==> src/sv/tsta_pkg.sv <==
// shared types and codes of the time slot table allocator
// no dependencies; every other file imports this package
package tsta_pkg;

  localparam int unsigned CodeW      = 4;
  localparam int unsigned QueueDepth = 2;

  typedef enum logic [1:0] {
    CMD_QUERY      = 2'd0,
    CMD_SET_THREAD = 2'd1,
    CMD_SET_SOFT   = 2'd2,
    CMD_RSVD       = 2'd3
  } cmd_e;

  typedef enum logic [1:0] {
    ST_OK        = 2'd0,
    ST_BAD_PARAM = 2'd1,
    ST_NO_ROOM   = 2'd2
  } status_e;

  typedef enum logic [1:0] {
    OP_QUERY,
    OP_SET,
    OP_REJECT
  } op_kind_e;

  typedef struct packed {
    op_kind_e         kind;
    logic [CodeW-1:0] who;
    logic [3:0]       want;
  } op_t;

  typedef enum logic [2:0] {
    BK_IDLE,
    BK_COUNT,
    BK_DECIDE,
    BK_WRITE,
    BK_DONE
  } bk_state_e;

endpackage

==> src/sv/tsta_front.sv <==
// front end: takes command transfers, checks parameters and turns them into ops
// depends on tsta_pkg
module tsta_front #(
  parameter int unsigned NUM_SLOTS = 8,
  parameter int unsigned SOFT_CODE = 14
) (
  input  logic          start_i,
  input  logic [1:0]    cmd_i,
  input  logic [2:0]    owner_id_i,
  input  logic [3:0]    requested_count_i,
  input  logic          full_i,
  output logic          busy_o,
  output logic          push_o,
  output tsta_pkg::op_t op_o
);
  import tsta_pkg::*;

  logic too_big;

  assign busy_o  = full_i;
  assign push_o  = start_i && !full_i;
  assign too_big = {1'b0, requested_count_i} >= 5'(NUM_SLOTS - 1);

  always_comb begin
    op_o.who  = {1'b0, owner_id_i};
    op_o.want = requested_count_i;
    op_o.kind = OP_REJECT;
    unique case (cmd_e'(cmd_i))
      CMD_QUERY: begin
        op_o.kind = OP_QUERY;
      end
      CMD_SET_THREAD: begin
        op_o.kind = too_big ? OP_REJECT : OP_SET;
      end
      CMD_SET_SOFT: begin
        op_o.who  = CodeW'(SOFT_CODE);
        op_o.kind = too_big ? OP_REJECT : OP_SET;
      end
      CMD_RSVD: begin
        op_o.kind = OP_REJECT;
      end
      default: begin
        op_o.kind = OP_REJECT;
      end
    endcase
  end

endmodule

==> src/sv/tsta_queue.sv <==
// short op queue between front end and slot sequencer
// depends on tsta_pkg
module tsta_queue (
  input  logic          clk_i,
  input  logic          rst_ni,
  input  logic          push_i,
  input  tsta_pkg::op_t op_i,
  input  logic          pop_i,
  output logic          full_o,
  output logic          valid_o,
  output tsta_pkg::op_t op_o
);
  import tsta_pkg::*;

  localparam int unsigned PtrW = $clog2(QueueDepth);
  localparam int unsigned CntW = $clog2(QueueDepth + 1);

  op_t             mem_q [QueueDepth];
  logic [PtrW-1:0] wptr_q, wptr_d, rptr_q, rptr_d;
  logic [CntW-1:0] cnt_q, cnt_d;
  logic            do_push, do_pop;

  assign full_o  = cnt_q == CntW'(QueueDepth);
  assign valid_o = cnt_q != '0;
  assign op_o    = mem_q[rptr_q];
  assign do_push = push_i && !full_o;
  assign do_pop  = pop_i && valid_o;

  always_comb begin
    wptr_d = wptr_q;
    rptr_d = rptr_q;
    cnt_d  = cnt_q;
    if (do_push) begin
      wptr_d = (wptr_q == PtrW'(QueueDepth - 1)) ? '0 : wptr_q + PtrW'(1);
    end
    if (do_pop) begin
      rptr_d = (rptr_q == PtrW'(QueueDepth - 1)) ? '0 : rptr_q + PtrW'(1);
    end
    if (do_push && !do_pop) begin
      cnt_d = cnt_q + CntW'(1);
    end else if (do_pop && !do_push) begin
      cnt_d = cnt_q - CntW'(1);
    end
  end

  always_ff @(posedge clk_i or negedge rst_ni) begin
    if (!rst_ni) begin
      wptr_q <= '0;
      rptr_q <= '0;
      cnt_q  <= '0;
    end else begin
      wptr_q <= wptr_d;
      rptr_q <= rptr_d;
      cnt_q  <= cnt_d;
    end
  end

  always_ff @(posedge clk_i) begin
    if (do_push) begin
      mem_q[wptr_q] <= op_i;
    end
  end

endmodule

==> src/sv/tsta_back.sv <==
// slot sequencer: owns the slot table, walks it once to count and, for a set that changes it, again to update
// depends on tsta_pkg
module tsta_back #(
  parameter int unsigned NUM_SLOTS     = 8,
  parameter int unsigned SOFT_CODE     = 14,
  parameter int unsigned DISABLED_CODE = 15
) (
  input  logic          clk_i,
  input  logic          rst_ni,
  input  logic          q_valid_i,
  input  tsta_pkg::op_t q_op_i,
  output logic          pop_o,
  output logic          idle_o,
  output logic          done_o,
  output logic [1:0]    status_o,
  output logic [3:0]    owner_slots_o,
  output logic [3:0]    soft_slots_o,
  output logic [3:0]    active_slots_o
);
  import tsta_pkg::*;

  localparam int unsigned IdxW = (NUM_SLOTS > 1) ? $clog2(NUM_SLOTS) : 1;
  localparam int unsigned CntW = $clog2(NUM_SLOTS + 1);
  localparam int unsigned SumW = ((CntW > 4) ? CntW : 4) + 1;
  localparam logic [CodeW-1:0] DisCode  = CodeW'(DISABLED_CODE);
  localparam logic [CodeW-1:0] SoftCode = CodeW'(SOFT_CODE);

  logic [CodeW-1:0] slot_q [NUM_SLOTS];

  bk_state_e        state_q, state_d;
  op_t              op_q, op_d;
  logic [IdxW-1:0]  idx_q, idx_d;
  logic [CntW-1:0]  own_q, own_d, soft_q, soft_d, act_q, act_d;
  logic [SumW-1:0]  left_q, left_d;
  logic             fill_q, fill_d;
  status_e          status_q, status_d;
  logic             done_q, done_d;

  logic [CodeW-1:0] cur, wr_data;
  logic             wr_en, hit, is_dis, is_soft, last;
  logic [SumW-1:0]  want_x, own_x, act_x, gap;

  assign cur     = slot_q[idx_q];
  assign hit     = cur == op_q.who;
  assign is_dis  = cur == DisCode;
  assign is_soft = cur == SoftCode;
  assign last    = idx_q == IdxW'(NUM_SLOTS - 1);
  assign want_x  = SumW'(op_q.want);
  assign own_x   = SumW'(own_q);
  assign act_x   = SumW'(act_q);
  assign idle_o  = state_q == BK_IDLE;
  assign done_o  = done_q;

  always_comb begin
    state_d  = state_q;
    op_d     = op_q;
    idx_d    = idx_q;
    own_d    = own_q;
    soft_d   = soft_q;
    act_d    = act_q;
    left_d   = left_q;
    fill_d   = fill_q;
    status_d = status_q;
    done_d   = 1'b0;
    pop_o    = 1'b0;
    wr_en    = 1'b0;
    wr_data  = fill_q ? op_q.who : DisCode;
    gap      = '0;
    unique case (state_q)
      BK_IDLE: begin
        if (q_valid_i) begin
          pop_o    = 1'b1;
          op_d     = q_op_i;
          idx_d    = '0;
          own_d    = '0;
          soft_d   = '0;
          act_d    = '0;
          status_d = (q_op_i.kind == OP_REJECT) ? ST_BAD_PARAM : ST_OK;
          state_d  = (q_op_i.kind == OP_REJECT) ? BK_DONE : BK_COUNT;
        end
      end
      BK_COUNT: begin
        if (hit) begin
          own_d = own_q + CntW'(1);
        end else if (is_soft) begin
          soft_d = soft_q + CntW'(1);
        end
        // a slot equal to the owner counts active even when the owner is the disabled code
        if (hit || !is_dis) begin
          act_d = act_q + CntW'(1);
        end
        idx_d = idx_q + IdxW'(1);
        if (last) begin
          idx_d   = '0;
          state_d = (op_q.kind == OP_QUERY) ? BK_DONE : BK_DECIDE;
        end
      end
      BK_DECIDE: begin
        idx_d = '0;
        if (want_x == own_x) begin
          state_d = BK_DONE;
        end else if (want_x > own_x) begin
          gap = want_x - own_x;
          if (act_x + gap > SumW'(NUM_SLOTS - 1)) begin
            status_d = ST_NO_ROOM;
            state_d  = BK_DONE;
          end else begin
            fill_d  = 1'b1;
            left_d  = gap;
            state_d = BK_WRITE;
          end
        end else begin
          fill_d  = 1'b0;
          left_d  = own_x - want_x;
          state_d = BK_WRITE;
        end
      end
      BK_WRITE: begin
        if (left_q != '0 && (fill_q ? is_dis : hit)) begin
          wr_en  = 1'b1;
          left_d = left_q - SumW'(1);
        end
        idx_d = idx_q + IdxW'(1);
        if (last || left_d == '0) begin
          state_d = BK_DONE;
        end
      end
      BK_DONE: begin
        done_d  = 1'b1;
        state_d = BK_IDLE;
      end
      default: begin
        state_d = BK_IDLE;
      end
    endcase
  end

  always_ff @(posedge clk_i or negedge rst_ni) begin
    if (!rst_ni) begin
      state_q <= BK_IDLE;
      done_q  <= 1'b0;
      for (int i = 0; i < NUM_SLOTS; i++) begin
        slot_q[i] <= (i == 0) ? '0 : DisCode;
      end
    end else begin
      state_q <= state_d;
      done_q  <= done_d;
      if (wr_en) begin
        slot_q[idx_q] <= wr_data;
      end
    end
  end

  always_ff @(posedge clk_i) begin
    op_q     <= op_d;
    idx_q    <= idx_d;
    own_q    <= own_d;
    soft_q   <= soft_d;
    act_q    <= act_d;
    left_q   <= left_d;
    fill_q   <= fill_d;
    status_q <= status_d;
    if (state_q == BK_DONE) begin
      status_o <= status_q;
      // counts only go out for queries, kept to four bits
      if (op_q.kind == OP_QUERY) begin
        owner_slots_o  <= own_q[3:0];
        soft_slots_o   <= soft_q[3:0];
        active_slots_o <= act_q[3:0];
      end else begin
        owner_slots_o  <= '0;
        soft_slots_o   <= '0;
        active_slots_o <= '0;
      end
    end
  end

endmodule

==> src/sv/time_slot_table_allocator_top.sv <==
// Time slot table allocator. A command is taken when start is high and busy is low;
// up to two commands wait in a queue while the sequencer works. The sequencer walks the
// slot table one slot per cycle: a query walks it once to count, a rejected command goes
// straight to its result, and a set counts, decides and, if the table must change, walks
// it again to write. Each result appears for one cycle with done_o high and must be
// taken then; the block never holds a result back.
// depends on tsta_pkg, tsta_front, tsta_queue, tsta_back
module time_slot_table_allocator_top #(
  parameter int unsigned NUM_SLOTS     = 8,
  parameter int unsigned SOFT_CODE     = 14,
  parameter int unsigned DISABLED_CODE = 15
) (
  input  logic       clk_i,
  input  logic       rst_ni,
  input  logic       start,
  output logic       busy,
  input  logic [1:0] cmd_i,
  input  logic [2:0] owner_id_i,
  input  logic [3:0] requested_count_i,
  output logic       done_o,
  output logic [1:0] status_o,
  output logic [3:0] owner_slots_o,
  output logic [3:0] soft_slots_o,
  output logic [3:0] active_slots_o
);
  import tsta_pkg::*;

  logic push, full, q_valid, pop, back_idle;
  op_t  push_op, head_op;

  tsta_front #(
    .NUM_SLOTS(NUM_SLOTS),
    .SOFT_CODE(SOFT_CODE)
  ) u_front (
    .start_i          (start),
    .cmd_i            (cmd_i),
    .owner_id_i       (owner_id_i),
    .requested_count_i(requested_count_i),
    .full_i           (full),
    .busy_o           (busy),
    .push_o           (push),
    .op_o             (push_op)
  );

  tsta_queue u_queue (
    .clk_i  (clk_i),
    .rst_ni (rst_ni),
    .push_i (push),
    .op_i   (push_op),
    .pop_i  (pop),
    .full_o (full),
    .valid_o(q_valid),
    .op_o   (head_op)
  );

  tsta_back #(
    .NUM_SLOTS    (NUM_SLOTS),
    .SOFT_CODE    (SOFT_CODE),
    .DISABLED_CODE(DISABLED_CODE)
  ) u_back (
    .clk_i         (clk_i),
    .rst_ni        (rst_ni),
    .q_valid_i     (q_valid),
    .q_op_i        (head_op),
    .pop_o         (pop),
    .idle_o        (back_idle),
    .done_o        (done_o),
    .status_o      (status_o),
    .owner_slots_o (owner_slots_o),
    .soft_slots_o  (soft_slots_o),
    .active_slots_o(active_slots_o)
  );

`ifndef SYNTH
  // each op passes through the done state, so results never come back to back
  a_done_gap: assert property (@(posedge clk_i) disable iff (!rst_ni)
    done_o |=> !done_o) else $error("two results in consecutive cycles");

  // the sequencer only takes a new op when idle and the queue has one
  a_pop_ok: assert property (@(posedge clk_i) disable iff (!rst_ni)
    pop |-> (q_valid && back_idle)) else $error("pop while busy or queue empty");

  // any non-ok status comes from a set or reject, which report zero counts
  a_err_zero: assert property (@(posedge clk_i) disable iff (!rst_ni)
    (done_o && status_o != ST_OK) |->
      (owner_slots_o == '0 && soft_slots_o == '0 && active_slots_o == '0))
    else $error("counts reported with an error status");

  // a transfer into a full queue would be lost
  a_no_overrun: assert property (@(posedge clk_i) disable iff (!rst_ni)
    push |-> !full) else $error("push into full queue");
`endif

endmodule

==> config.mk <==
export PLATFORM = sky130hd
export DESIGN_NAME = time_slot_table_allocator_top
export DESIGN_NICKNAME = d
export VERILOG_FILES = /design/src/sv/tsta_pkg.sv /design/src/sv/tsta_front.sv /design/src/sv/tsta_queue.sv /design/src/sv/tsta_back.sv /design/src/sv/time_slot_table_allocator_top.sv
export SDC_FILE = /design/constraint.sdc
export NUM_CORES = 1
export LEC_CHECK = 0
export ABC_AREA = 1
export BUFFER_PORTS_ARGS = -buffer_cell sky130_fd_sc_hd__buf_2
export CAP_MARGIN = 25
export CORE_ASPECT_RATIO = 1.5
export CORE_UTILIZATION = 42
export DETAILED_ROUTE_END_ITERATION = 10
export MAX_ROUTING_LAYER = met4
export PLACE_DENSITY_LB_ADDON = 0.3
export SLEW_MARGIN = 20
export SYNTH_ARGS = -nofsm -noshare
export SYNTH_HDL_FRONTEND = slang
export SYNTH_SLANG_ARGS = --single-unit
==> constraint.sdc <==
create_clock -name clk_i -period 2.9 [get_ports clk_i]
set_clock_uncertainty 0.05 [all_clocks]
set_input_delay 0.145 -clock clk_i [delete_from_list [all_inputs] [get_ports clk_i]]
set_output_delay 0.145 -clock clk_i [all_outputs]
set_load 0.05 [all_outputs]
# Word-level counts from Yosys, hierarchy flattened
# Memories as Yosys holds them, arrays and structs flattened.
# Cells that the tools add are included.
# totals
register_bits	87
ram_bits	20
inputBits	12
output_inout_bits	16
wordCells	162
mem_count	1
# classes
addsub	12
order_cmp	5
n_eq_ne	26
muxes	55
bitwise_logic	2
reduce_logical	34
# mem_list
name	depth	width	read_ports	rd_clocked_by_memory_dff	wr	line_no	source
u_queue.mem_q	2	10	1	0	1	tsta_queue.sv:18	op_t mem_q [QueueDepth];
# op_table
operator	count
$mux 4	10
$bwmux 32	1
$mux 3	10
$mux 5	5
$pmux 3 s4	2
$pmux 4 s2	3
$ne 2x1->1 const B	8
$reduce_and 3->1	5
$mux 2	7
$add 4x1->4 const B	3
$bmux 4 s3	1
$demux 4 s3	1
$mux 1	12
$pmux 5 s2	1
$reduce_bool 2->1	5
$sub 4x4->5	2
$eq 2x2->1 const B	4
$eq 4x4->1	2
$eq 4x4->1 const B	2
$logic_and 1x1->1	7
$eq 3x2->1 const B	2
$eq 3x3->1 const B	2
$ne 2x2->1 const B	3
$pmux 2 s3	1
other kinds (28)	35

# Depth between registers and ports, before layout
# logic_depth
depth_word	13
depth_mapped	19
ltp_nobuf	19

# By module
# Synthesis repeated with hierarchy kept, for this count alone.
# hier_totals
hier_cells	612
hier_area_um2	5571.6
# by_module_without_submodules
module	n_inst	cells_per_inst	area_each_um2	seq_area_each_um2
tsta_back	1	502	4448.0	2347.3
tsta_queue	1	84	972.2	700.7
tsta_front	1	26	151.4	0.0

# Worst setup path before layout
# Ideal clock, no wire load.
# synth_timing
path_kind	flip-flop to flip-flop
from	register u_back.own_q[2]
to	register u_back.left_q[0], enable pin
setup_time_ns	0.314
arrival_ns	2.567
t_required_ns	2.536
slack_ns	-0.030
stages_incl_launch_ff	14
n_path_buf	1
synth_period_minus_slack_ns	2.930
cell_sequence	edfxtp_1 -> inv_1 -> ha_1 -> clkbuf_1 -> nand2_1 -> o21ai_0 -> xor2_1 -> inv_1 -> ha_1 -> nor2_1 -> xnor2_1 -> o21ai_0 -> nand3_1 -> nand2_1
# synth_via
elab_chain_len	5
word_cells_on_any_way	8
classes_between	2 x add/sub; 2 x order compare; 3 x eq/ne; 1 x reduce/logical
# synth_rtl
element	line_no	source
start: declaration	tsta_back.sv:33	logic [CntW-1:0] own_q, own_d, soft_q, soft_d, act_q, act_d;
start signal: assignment	tsta_back.sv:157	own_q <= own_d;
$sub 4x4->5	tsta_back.sv:103	gap = want_x - own_x;
$add 4x5->5	tsta_back.sv:104	if (act_x + gap > SumW'(NUM_SLOTS - 1)) begin
$gt 5x3->1	tsta_back.sv:104	
$ne 3x3->1 (no line)	--	
$reduce_and 3->1 (no line) (*)	--	
end signal: assignment	tsta_back.sv:160	left_q <= left_d;
end: declaration	tsta_back.sv:34	logic [SumW-1:0] left_q, left_d;
# Every way passes the cells marked *; elsewhere a longest branch is shown, timed or not.
# A chain may end at the register's enable or synchronous reset.

# Worst setup path in the final report
# layout_timing
from	register u_back.op_q[0] (netlist bit)
to	register u_back.status_q[0], enable pin
# layout_via
elab_chain_len	5
word_cells_on_any_way	9
classes_between	2 x add/sub; 2 x order compare; 4 x eq/ne; 1 x reduce/logical
# layout_rtl
element	line_no	source
start: declaration	tsta_back.sv:31	op_t op_q, op_d;
start signal: assignment	tsta_back.sv:155	op_q <= op_d;
$sub 4x4->5	tsta_back.sv:103	
$add 4x5->5	tsta_back.sv:104	
$gt 5x3->1	tsta_back.sv:104	
$ne 2x1->1 (no line)	--	
$reduce_and 5->1 (no line) (*)	--	
end signal: assignment	tsta_back.sv:162	status_q <= status_d;
end: declaration	tsta_back.sv:36	status_e status_q, status_d;
# Marks and branches as above.

==> results.txt <==
commonest non-fill, non-tap cell in the layout -> nand2_1
met2 Track Usage GR -> 30.1%
detailed-placement wirelength estimate -> 7.39 mm
CP startpoint -> u_back.op_q[0]
hold depth -> 2
Routed WL per cell -> 12.7 um
critical path fanouts, max -> 2
maximum vdd ir drop -> 0.597 mV
Crit. End Element -> register
final worst path period share -> 96.1%
Main synth FF type -> edfxtp_1
WS Path Type -> reg -> reg
Worst-Margin Slew -> 0.883 ns
CTS H-tree lvls -> 3
Antenna diodes -> 0
hold wc startpoint -> owner_id_i[2]
commonest non-fill, non-tap cells in the layout -> nand2_1, inv_1, edfxtp_1
core area -> 12500 um^2
Seq/Total Area, Yosys -> 56.4%
fin crit period -> 2.79 ns
crit path cell chain -> inv_1 > ha_2 > inv_1 > fa_2 > xor2_2 > ha_1 > buf_4 > a211oi_4 > xnor2_1 > o21ai_2 > buf_4 > o21ai_1
Hold Path Class -> in -> reg
Most Crowded Layer GR -> met2
Initial Util -> 43.2%
status -> finished clean
pin count of the biggest net entering global routing -> 41
Clock Pin Slew Worst Setup and Hold Paths -> 0.07 ns
max incr delay on CP -> 0.38 ns
slew margin rel. -> 41.1%
overall routed net length -> 10.1 mm
Ports -> 28
CTS sink count -> 107
chip width -> 94.6 um
latest clock arrival within the worst-skew pair -> 0.35 ns
worst r2r src -> u_back.op_q[0]
Syn-to-layout area delta -> 15.3%
clock root buffer -> clkbuf_16
Design Area, Final -> 6230 um^2
nature of the critical path startpoint -> register
first-pass GRT wire length -> 17.4 mm
Post-Syn Nets -> 617
P_leak -> 2.76 nW
GR Util met3 -> 3.40%
Avg Inst Size Synth -> 9.28 um^2
end of the worst hold path -> u_queue.mem_q[1][6]
Remaining DRCs -> 0
All-Layer GR Usage -> 17.6%
Yosys reg bits -> 107
Yosys warning count -> 0
EDFF count, synth -> 67
CTS buffer count -> 9
DRT Pass-1 Iters -> 4
gate count after technology mapping -> 582
Req. time, crit path -> 2.90 ns
share of cells above drive strength 1 -> 19.0%
WP data arrival -> 2.79 ns
Rows -> 50
nets@finish -> 671
vias in the first global route -> 3771
CTS Buffer Depth -> 2
Cell variety after synth -> 37
Post-DP Area -> 5820 um^2
gr ovfl total -> 0
routability cong. -> 0.877
CP max-delay cell -> edfxtp_1
worst r2r dst -> u_back.status_q[0]
fin. max-slew vios -> 0
Pwr Density -> 1210 nW/um^2
final worst slack -> 0.113 ns
Die Ht -> 141 um
DR iter-0 viols -> 212
Worst Path Buf+Inv -> 4
TritonCTS clock tree -> done
Final TNS setup -> 0 ns
fmax -> 359 MHz
die area -> 13300 um^2
via/cell ratio -> 4.79
CP top delay family -> adder cells
# setup viols final -> 0
worst r2r path cells -> 12
FFs w/ async S/R, synth -> 37.4%
antenna viol nets, final -> 0
initial antenna violation count -> 0
routing usage on met1 -> 19.9%
Worst R2R Setup Slack -> 0.11 ns
dpl ws -> -0.171 ns
vias -> 3821
Max-cap violations -> 0
number of port buffers -> 27
Fin. Hold Viols -> 0
Cell Area, Synth -> 5400 um^2
==> per-stage QoR <==
| stage | util, % | total power [mW] | hold slack (ns) | cells |
|---|---|---|---|---|
| 2_1_floorplan | - | 5.22 | -0.201 | 582 |
| 3_3_place_gp | 46.5 | 6.05 | 0.259 | 773 |
| 3_5_place_dp | 46.5 | 6.19 | 0.276 | 773 |
| 4_1_cts | 49.4 | 7.48 | 0.00409 | 796 |
| 5_1_grt | 49.8 | 8.23 | 0.00456 | 797 |
| 6_report | 49.8 | 7.56 | 0.0125 | 797 |
==> routing by layer <==
| layer | share of wire [%] | up-vias |
|---|---|---|
| met5 | 0 | - |
| met4 | 1.9 | 0 |
| met3 | 2.5 | 12 |
| met2 | 54 | 56 |
| met1 | 41 | 1771 |
| li1 | - | 1982 |
==> worst register-to-register path: cells and delay by family (launching register included) <==
kind | cells | cell delay (ns)
flops | 1 | 0.38
buf+inv | 4 | 0.41
fa+ha+maj | 3 | 0.83
compound gates | 3 | 0.49
xor+xnor | 2 | 0.33
==> flip-flops by register name, indices dropped and copies added (netlist names), 2 cells and up <==
signal / cells
u_back.act_q: 4
u_back.left_q: 5
u_back.active_slots_o: 4
u_back.soft_slots_o: 4
u_back.idx_q: 3
u_queue.cnt_q: 2
u_back.owner_slots_o: 4
u_back.op_q: 10
u_back.own_q: 4
u_back.state_q: 3
u_queue.mem_q: 20
u_back.status_q: 2
u_back.status_o: 2
u_back.soft_q: 4
u_back.slot_q: 32
==> Yosys cell counts, types with 3 or more instances <==
cell type	n	area, um^2
nor2_1	61	229
nor2_4	3	33.8
nand3_2	4	40.0
edfxtp_1	67	2010
o21ai_0	29	145
inv_1	88	330
xnor2_1	6	52.6
nand2_4	3	33.8
nand3_1	26	130
inv_2	5	18.8
dfrtp_1	12	300
or2_2	4	25.0
clkbuf_1	4	15.0
a21oi_1	15	75.1
o21ai_1	24	120
ha_1	21	263
xor2_1	9	78.8
dfstp_2	28	736
nand2_1	145	544
nor3_1	5	25.0
==> cell type report <==
type,instances,area (um^2)
Fill cell,1166,6280
Clock inverter,5,45.0
Multi-Input combinational cell,373,2010
Sequential cell,107,3050
Clock buffer,11,243
Timing Repair Buffer,50,324
Inverter,95,359
Tap cell,156,195
==> logic make-up (layout without fill, tap and decap cells) <==
group | Yosys count | in the layout | share of synthesized area (%)
compound gates | 77 | 77 | 7.57
xor+xnor | 15 | 15 | 2.43
fa+ha+maj | 23 | 23 | 5.60
buf+inv | 102 | 161 | 7.27
flops | 107 | 107 | 56.4
simple gates | 258 | 258 | 20.7
==> worst max path at each step <==
stage | to | slack, ns | cells after the start
after floorplan | u_back.left_q[0] | 0.08 | 13
after global placement | u_back.fill_q | -0.03 | 14
after detailed placement | u_back.status_q[0] | -0.17 | 13
after CTS | u_back.fill_q | 0.02 | 14
after global routing | u_back.state_q[0] | -0.02 | 15
final | u_back.status_q[0] | 0.11 | 12
==> where the power goes <==
group          switching (mW)  internal (mW)
Combinational            2.24           1.34
Sequential              0.348           2.46
Clock                   0.556          0.618
==> timing repair <==
item	CTS	global route
gates resized for setup	7	9
hold endpoints to repair	20	0
hold buffers	5	0
gates cloned	0	0
buffers inserted	2	1
pin swaps	4	5
setup endpoints to repair	11	26
No activity file was read; power rests on OpenSTA's default activity.
